File: src/sv/fcto_pkg.sv
package fcto_pkg;

    // default number of table entries
    localparam int TABLE_DEPTH_DEF = 16;

    // operation codes
    typedef enum logic [1:0] {
        OP_TICK   = 2'd0,
        OP_REPORT = 2'd1,
        OP_READ   = 2'd2,
        OP_CLEAR  = 2'd3
    } op_t;

    // result action codes
    typedef enum logic [2:0] {
        ACT_NONE    = 3'd0,
        ACT_ZERO    = 3'd1,
        ACT_DUP     = 3'd2,
        ACT_UPDATE  = 3'd3,
        ACT_APPEND  = 3'd4,
        ACT_REPLACE = 3'd5
    } act_t;

    // controller states
    typedef enum logic [2:0] {
        S_IDLE,
        S_CHECK,
        S_SCAN,
        S_DRAIN,
        S_DECIDE,
        S_READ
    } state_t;

    // one request transaction
    typedef struct packed {
        op_t         op;
        logic [23:0] dtc_code;
        logic [7:0]  dtc_status;
        logic [7:0]  entry_index;
    } req_t;

    // one result transaction
    typedef struct packed {
        act_t        action;
        logic [3:0]  slot;
        logic        entry_valid;
        logic [23:0] entry_code;
        logic [7:0]  entry_status;
        logic [31:0] entry_time;
        logic [4:0]  entry_count;
    } rsp_t;

    // one table entry as held in the entry memory
    typedef struct packed {
        logic [23:0] code;
        logic [7:0]  status;
        logic [31:0] tstamp;
    } entry_t;

endpackage

File: src/sv/fault_code_table_oldest_replace_core.sv
// tick and clear give their result in the next cycle; a read goes through S_READ, a report
// through S_CHECK, ending there if ignored, suppressed or the table is empty, else on through
// S_SCAN, S_DRAIN and S_DECIDE; one transaction at a time, the next accepted in the cycle its
// result shows; a report scans the held entries through the single read port of the entry
// memory, one a cycle; reset clears count, tick counter, last pair and control; memory is never
// read unless written since; the receiver cannot stall, so each result shows for one cycle only
module fault_code_table_oldest_replace_core
    import fcto_pkg::*;
#(
    parameter int TABLE_DEPTH = TABLE_DEPTH_DEF
) (
    input  logic clk,
    input  logic rst_n,
    input  logic start,
    output logic busy,
    input  req_t req,
    output logic done,
    output rsp_t rsp
);

    localparam int CNT_W = $clog2(TABLE_DEPTH + 1);
    localparam int IDX_W = (TABLE_DEPTH > 1) ? $clog2(TABLE_DEPTH) : 1;

    // entry memory
    entry_t mem [TABLE_DEPTH];
    entry_t rd_data_reg;
    logic [IDX_W-1:0] mem_raddr;
    logic [IDX_W-1:0] mem_waddr;
    entry_t mem_wdata;
    logic mem_we;

    state_t state_reg, state_next;
    req_t req_reg;
    logic rd_ok_reg;
    logic [CNT_W-1:0] cnt_reg, cnt_next;
    logic [31:0] tick_reg;
    logic [31:0] last_reg, last_next;
    logic [IDX_W-1:0] issue_reg;
    logic chk_vld_reg;
    logic [IDX_W-1:0] chk_idx_reg;
    logic match_reg;
    logic [IDX_W-1:0] match_idx_reg;
    logic [31:0] min_time_reg;
    logic [IDX_W-1:0] min_idx_reg;
    rsp_t rsp_reg, rsp_next;
    logic done_reg, done_next;

    logic accept;
    logic [31:0] pair;
    logic new_pair;
    logic issue_last;
    logic full;
    logic hit;

    assign accept     = start && (state_reg == S_IDLE);
    assign pair       = {req_reg.dtc_code, req_reg.dtc_status};
    assign new_pair   = (req_reg.dtc_code != 24'd0) && (pair != last_reg);
    assign issue_last = (CNT_W'(issue_reg) == (cnt_reg - CNT_W'(1)));
    assign full       = (cnt_reg == CNT_W'(TABLE_DEPTH));
    assign hit        = chk_vld_reg && (rd_data_reg.code == req_reg.dtc_code);
    assign mem_raddr  = (state_reg == S_IDLE) ? req.entry_index[IDX_W-1:0] : issue_reg;

    assign busy = (state_reg != S_IDLE);
    assign done = done_reg;
    assign rsp  = rsp_reg;

    // memory write and registered read
    always_ff @(posedge clk)
    begin
        if (mem_we)
        begin
            mem[mem_waddr] <= mem_wdata;
        end
        rd_data_reg <= mem[mem_raddr];
    end

    // next state
    always_comb
    begin
        state_next = state_reg;
        unique case (state_reg)
            S_IDLE:
            begin
                if (accept && req.op == OP_REPORT)
                begin
                    state_next = S_CHECK;
                end
                else if (accept && req.op == OP_READ)
                begin
                    state_next = S_READ;
                end
            end
            S_CHECK:
            begin
                if (new_pair && cnt_reg != '0)
                begin
                    state_next = S_SCAN;
                end
                else
                begin
                    state_next = S_IDLE;
                end
            end
            S_SCAN:
            begin
                if (issue_last)
                begin
                    state_next = S_DRAIN;
                end
            end
            S_DRAIN:  state_next = S_DECIDE;
            S_DECIDE: state_next = S_IDLE;
            S_READ:   state_next = S_IDLE;
            default:  state_next = S_IDLE;
        endcase
    end

    // outputs: memory write, count, last pair and result
    always_comb
    begin
        logic [IDX_W-1:0] slot_idx;
        logic [IDX_W+3:0] slot_wide;
        logic [CNT_W+4:0] cnt_wide;
        slot_idx  = '0;
        mem_we    = 1'b0;
        mem_waddr = '0;
        mem_wdata = '{code: req_reg.dtc_code, status: req_reg.dtc_status, tstamp: tick_reg};
        rsp_next  = '0;
        done_next = 1'b0;
        cnt_next  = cnt_reg;
        last_next = last_reg;
        unique case (state_reg)
            S_IDLE:
            begin
                if (accept && req.op == OP_TICK)
                begin
                    done_next = 1'b1;
                end
                else if (accept && req.op == OP_CLEAR)
                begin
                    done_next = 1'b1;
                    cnt_next  = '0;
                    last_next = '0;
                end
            end
            S_CHECK:
            begin
                if (req_reg.dtc_code == 24'd0)
                begin
                    done_next       = 1'b1;
                    rsp_next.action = ACT_ZERO;
                end
                else if (!new_pair)
                begin
                    done_next       = 1'b1;
                    rsp_next.action = ACT_DUP;
                end
                else
                begin
                    last_next = pair;
                    // empty table: append straight away
                    if (cnt_reg == '0)
                    begin
                        done_next       = 1'b1;
                        mem_we          = 1'b1;
                        mem_waddr       = '0;
                        cnt_next        = CNT_W'(1);
                        rsp_next.action = ACT_APPEND;
                    end
                end
            end
            S_DECIDE:
            begin
                done_next = 1'b1;
                mem_we    = 1'b1;
                priority if (match_reg)
                begin
                    slot_idx        = match_idx_reg;
                    rsp_next.action = ACT_UPDATE;
                end
                else if (!full)
                begin
                    slot_idx        = cnt_reg[IDX_W-1:0];
                    cnt_next        = cnt_reg + CNT_W'(1);
                    rsp_next.action = ACT_APPEND;
                end
                else
                begin
                    slot_idx        = min_idx_reg;
                    rsp_next.action = ACT_REPLACE;
                end
                mem_waddr = slot_idx;
            end
            S_READ:
            begin
                done_next = 1'b1;
                if (rd_ok_reg)
                begin
                    rsp_next.entry_valid  = 1'b1;
                    rsp_next.entry_code   = rd_data_reg.code;
                    rsp_next.entry_status = rd_data_reg.status;
                    rsp_next.entry_time   = rd_data_reg.tstamp;
                end
            end
            default:
            begin
            end
        endcase
        slot_wide            = (IDX_W + 4)'(slot_idx);
        cnt_wide             = (CNT_W + 5)'(cnt_next);
        rsp_next.slot        = slot_wide[3:0];
        rsp_next.entry_count = cnt_wide[4:0];
    end

    // control registers
    always_ff @(posedge clk or negedge rst_n)
    begin
        if (!rst_n)
        begin
            state_reg   <= S_IDLE;
            cnt_reg     <= '0;
            tick_reg    <= '0;
            last_reg    <= '0;
            done_reg    <= 1'b0;
            chk_vld_reg <= 1'b0;
            match_reg   <= 1'b0;
            issue_reg   <= '0;
        end
        else
        begin
            state_reg   <= state_next;
            cnt_reg     <= cnt_next;
            last_reg    <= last_next;
            done_reg    <= done_next;
            chk_vld_reg <= (state_reg == S_SCAN);
            if (accept && (req.op == OP_TICK || req.op == OP_REPORT))
            begin
                tick_reg <= tick_reg + 32'd1;
            end
            // scan address
            if (accept)
            begin
                issue_reg <= '0;
            end
            else if (state_reg == S_SCAN && !issue_last)
            begin
                issue_reg <= issue_reg + IDX_W'(1);
            end
            // first matching code
            if (accept)
            begin
                match_reg <= 1'b0;
            end
            else if (hit && !match_reg)
            begin
                match_reg <= 1'b1;
            end
        end
    end

    // request capture and scan tracking
    always_ff @(posedge clk)
    begin
        if (accept)
        begin
            req_reg   <= req;
            rd_ok_reg <= ({1'b0, req.entry_index} < 9'(cnt_reg));
        end
        chk_idx_reg <= issue_reg;
        if (hit && !match_reg)
        begin
            match_idx_reg <= chk_idx_reg;
        end
        // oldest timestamp, lowest slot on a tie
        if (chk_vld_reg && (chk_idx_reg == '0 || rd_data_reg.tstamp < min_time_reg))
        begin
            min_time_reg <= rd_data_reg.tstamp;
            min_idx_reg  <= chk_idx_reg;
        end
        rsp_reg <= rsp_next;
    end

    // checks
    a_count_range: assert property (@(posedge clk) disable iff (!rst_n)
        cnt_reg <= CNT_W'(TABLE_DEPTH))
        else $error("entry count above table depth");

    a_write_state: assert property (@(posedge clk) disable iff (!rst_n)
        mem_we |-> (state_reg == S_CHECK || state_reg == S_DECIDE))
        else $error("entry memory written outside a report");

    a_done_idle: assert property (@(posedge clk) disable iff (!rst_n)
        done_reg |-> (state_reg == S_IDLE))
        else $error("result shown while still busy");

    a_tick_step: assert property (@(posedge clk) disable iff (!rst_n)
        accept && (req.op == OP_TICK || req.op == OP_REPORT)
        |=> tick_reg == $past(tick_reg) + 32'd1)
        else $error("tick counter did not advance by one");

    a_report_busy: assert property (@(posedge clk) disable iff (!rst_n)
        accept && req.op == OP_REPORT |=> state_reg == S_CHECK)
        else $error("report not taken into check");

endmodule
File: config.mk
export PLATFORM = sky130hd
export DESIGN_NAME = fault_code_table_oldest_replace_core
export DESIGN_NICKNAME = d
export VERILOG_FILES = /design/src/sv/fcto_pkg.sv /design/src/sv/fault_code_table_oldest_replace_core.sv
export SDC_FILE = /design/constraint.sdc
export NUM_CORES = 2
export LEC_CHECK = 0
export ABC_CLOCK_PERIOD_IN_PS = 5500
export BUFFER_PORTS_ARGS = -buffer_cell sky130_fd_sc_hd__buf_2
export CAP_MARGIN = 20
export CORE_MARGIN = 4
export CORE_UTILIZATION = 25
export CTS_BUF_LIST = sky130_fd_sc_hd__clkbuf_2
export CTS_CLUSTER_DIAMETER = 60
export CTS_CLUSTER_SIZE = 24
export DETAILED_ROUTE_END_ITERATION = 12
export HOLD_SLACK_MARGIN = 0.15
export PLACE_DENSITY = 0.43
export SLEW_MARGIN = 20
export SYNTH_ARGS = -nofsm -noshare
export SYNTH_HDL_FRONTEND = slang
export SYNTH_SLANG_ARGS = --single-unit
File: constraint.sdc
create_clock -name clk -period 5.5 [get_ports clk]
set_clock_uncertainty 0.2 [all_clocks]
set_input_delay 1.1 -clock clk [delete_from_list [all_inputs] [get_ports clk]]
set_output_delay 1.1 -clock clk [all_outputs]
set_load 0.005 [all_outputs]
==> results.md <==
* Register share of total power at 0.462
* Post-Place Setup Slack at 1.36 ns
* DRC Markers at 0
* Final HPWL DP at 77.7 mm
* First-pass GRT wire length at 214 mm
* Core ar. at 203000 µm²
* Most common cell in the synthesized netlist: edfxtp_1
* Area Overhead vs Synth at 13.4%
* Initial core utilization at 0.252
* Die area at 212000 µm²
* Routed WL per cell at 21.7 µm
* Share of cells above drive strength 1 at 0.113
* Period utilization at 0.873
* Synth top area share at 0.643
* Startpoint Class: register
* Area leader, netlist: edfxtp_1
* Placer congestion estimate at 0.738
* Final hold vios at 0
* Root Buffer: clkbuf_2
* CTS tree: done
* Crit Path Class: register to register
* Endpoint class of the critical path: register
* Seq/Total Area, Yosys at 0.738
* Largest net degree at the start of global routing at 120
* WL final at 147 mm
* Crit-path max FO at 42
* LEAKAGE at 20.1 nW
* Clock Sinks at 1321
* VDD IR max at 0.366 mV
* Asr flop ratio synth at 0.0598
* Site row count at 165
* Crit path DAT at 6.18 ns
* I/O Pins at 124
* Vias in the first global route at 30264
* I/O Buffers at 123
* Congestion Overflow GR at 0
* Initial antenna violation count at 6
* Max_slew headroom at 0.286
* Worst hold-check path type: register to register
* Iteration count of the initial detailed-routing pass at 5
* Switching pwr at 11.2 mW
* Synth Flop Type: edfxtp_1
* Iteration-0 DRC Markers at 2451
* Internal Dissipation at 16.9 mW
* Top post-synthesis cells by count: edfxtp_1, nand2_1, o21ai_0, nand3_1, dfxtp_1
* Combinational power share at 0.340
* Max Freq at 208 MHz
* Max-cap violations at 0
* Number of max-slew violations in the final report at 0
* CTS H-tree lvls at 3
* Worst-Skew Late Latency at 1.68 ns
* Die W at 461 µm
* Layout Nets at 4058
* Power Density at 483 nW/µm²
* Setup violations, final at 0
* Post-CTS Resized at 0
* Cells after Synth at 3798
* Sw frac at 0.398
* Clock share of power at 0.197
* Syn Area/Cell at 13.5 µm²
* Synth warn at 0
* Status: completed
* Post-CTS repair timing setup buffer count at 0
* Synthesized area at 51200 µm²
* Total Power at 28.1 mW
* Total track usage at 0.135
* Vias at 31063
* Final std cells w/o fill at 6759
* Largest register FFs at 1024
* Top area cells in the synthesized netlist: edfxtp_1, nand2_1, dfxtp_1
* Final hold slack at 0.238 ns
* Setup ws final at 0.699 ns
* CTS clk-pin slew, worst paths at 0.31 ns
* RSZ-0062 raised after global routing: no
* Post-synth cell types at 61
* Setup_tns at 0 ns
* Post-synth EDFFs at 1097
* Seq cells post-synth at 1321
* Minimum clock period at 4.80 ns
* Inst Count DP at 6440
* Drt via density at 4.60
* Required time worst endpoint at 6.88 ns
* Worst slew pin tran at 1.07 ns
* CTS Buf Count at 115
* Post-DRT Antenna Nets at 0
* Post-Syn Nets at 3883
* Die height at 461 µm
* Clock buffer depth at 3
kinds of logic (layout without fill, tap and decap cells):
group | Yosys count | count (layout) | share of synthesized area
simple gates | 1401 | 1401 | 0.121
flops | 1321 | 1321 | 0.738
compound gates | 647 | 647 | 0.0865
buf+inv | 285 | 562 | 0.0259
xor+xnor | 94 | 94 | 0.0161
fa+ha+maj | 40 | 40 | 0.00977
mux | 10 | 10 | 0.00225
other cells | 0 | 12 | 0
per-stage QoR:
step | utilization | area, µm²
floorplan | - | 51200
global placement | 0.272 | 55300
detailed placement | 0.272 | 55300
CTS | 0.286 | 58100
global route | 0.286 | 58100
finish | 0.286 | 58100
area by class of cell:
type	count	area [µm²]
Clock buffer	121	606
Clock inverter	98	1300
Sequential cell	1321	37800
Antenna cell	12	30.0
Multi-Input combinational cell	2192	12300
Inverter	45	169
Tap cell	2672	3340
Timing Repair Buffer	298	2570
Fill cell	20726	145000
path summary, 6_finish.rpt:
check,start,end,slack [ns],depth (start not counted)
worst min register to register,chk_idx_reg[1]$_DFF_P_,min_idx_reg[1]$_DFFE_PP_,0.24,0
max in group asynchronous,rst_n,issue_reg[3]$_DFFE_PN0P_,3.40,5
worst min-delay path,chk_idx_reg[1]$_DFF_P_,min_idx_reg[1]$_DFFE_PP_,0.24,0
worst max-delay path,state_reg[0]$_DFFE_PN0P_,rd_data_reg[58]$_DFF_P_,0.70,9
worst max register to register,state_reg[0]$_DFFE_PN0P_,rd_data_reg[58]$_DFF_P_,0.70,9
min in group asynchronous,rst_n,cnt_reg[1]$_DFF_PN0_,0.82,5
worst max-delay path, cell delays in order (launching register included):
cell and delay (ns):
dfrtp_1 0.50, buf_4 0.46, or3_1 0.41, mux2i_1 0.78
nor2_4 0.15, dlygate4sd3_1 0.75, a22oi_1 0.21, dlygate4sd3_1 0.57
o221ai_1 0.11, dlygate4sd3_1 0.62
placed cells by master (no fill, tap or decap), drive strengths merged, types with 2 or more instances in the layout:
master | synthesis | routed
and3 | 138 | 138
a21oi | 17 | 17
o31ai | 2 | 2
a21o | 8 | 8
clkinvlp | 0 | 4
and2 | 68 | 68
dlygate4sd3 | 0 | 87
dfxtp | 145 | 145
o22ai | 2 | 2
buf | 137 | 211
or4 | 2 | 2
o221ai | 64 | 64
nand3 | 151 | 151
o21ai | 156 | 156
diode | 0 | 12
a22o | 64 | 64
mux2 | 2 | 2
bufinv | 0 | 17
edfxtp | 1097 | 1097
a211oi | 130 | 130
nor2b | 3 | 3
xnor2 | 36 | 36
a22oi | 64 | 64
ha | 40 | 40
nor2 | 39 | 39
nor4 | 19 | 19
nand2 | 934 | 934
clkinv | 0 | 38
clkbuf | 103 | 121
and4 | 5 | 5
mux2i | 8 | 8
xor2 | 58 | 58
nor3 | 8 | 8
nand4 | 18 | 18
inv | 45 | 84
or4b | 2 | 2
nand2b | 7 | 7
a31oi | 131 | 131
dfrtp | 79 | 79
per-layer routing:
layer  global-route usage  wire length [µm]
met1                0.204             73100
met4               0.0270              2650
met5                    0                 0
met3               0.0200              6350
met2                0.206             64700
repair_timing:
action,CTS,global route
hold buffers,88,0
endpoints found under the hold margin,227,0
setup endpoints to repair,0,0
power by group through the flow:
stage	clock network, mW	logic (mW)	registers, mW
floorplan	0	6.56	12.7
global placement	0	9.59	13.2
detailed placement	0	9.59	13.2
CTS	5.81	9.71	13.0
global route	6.19	10.7	13.1
finish	5.54	9.56	13.0
Note: power is estimated with default switching activity, not from simulation.
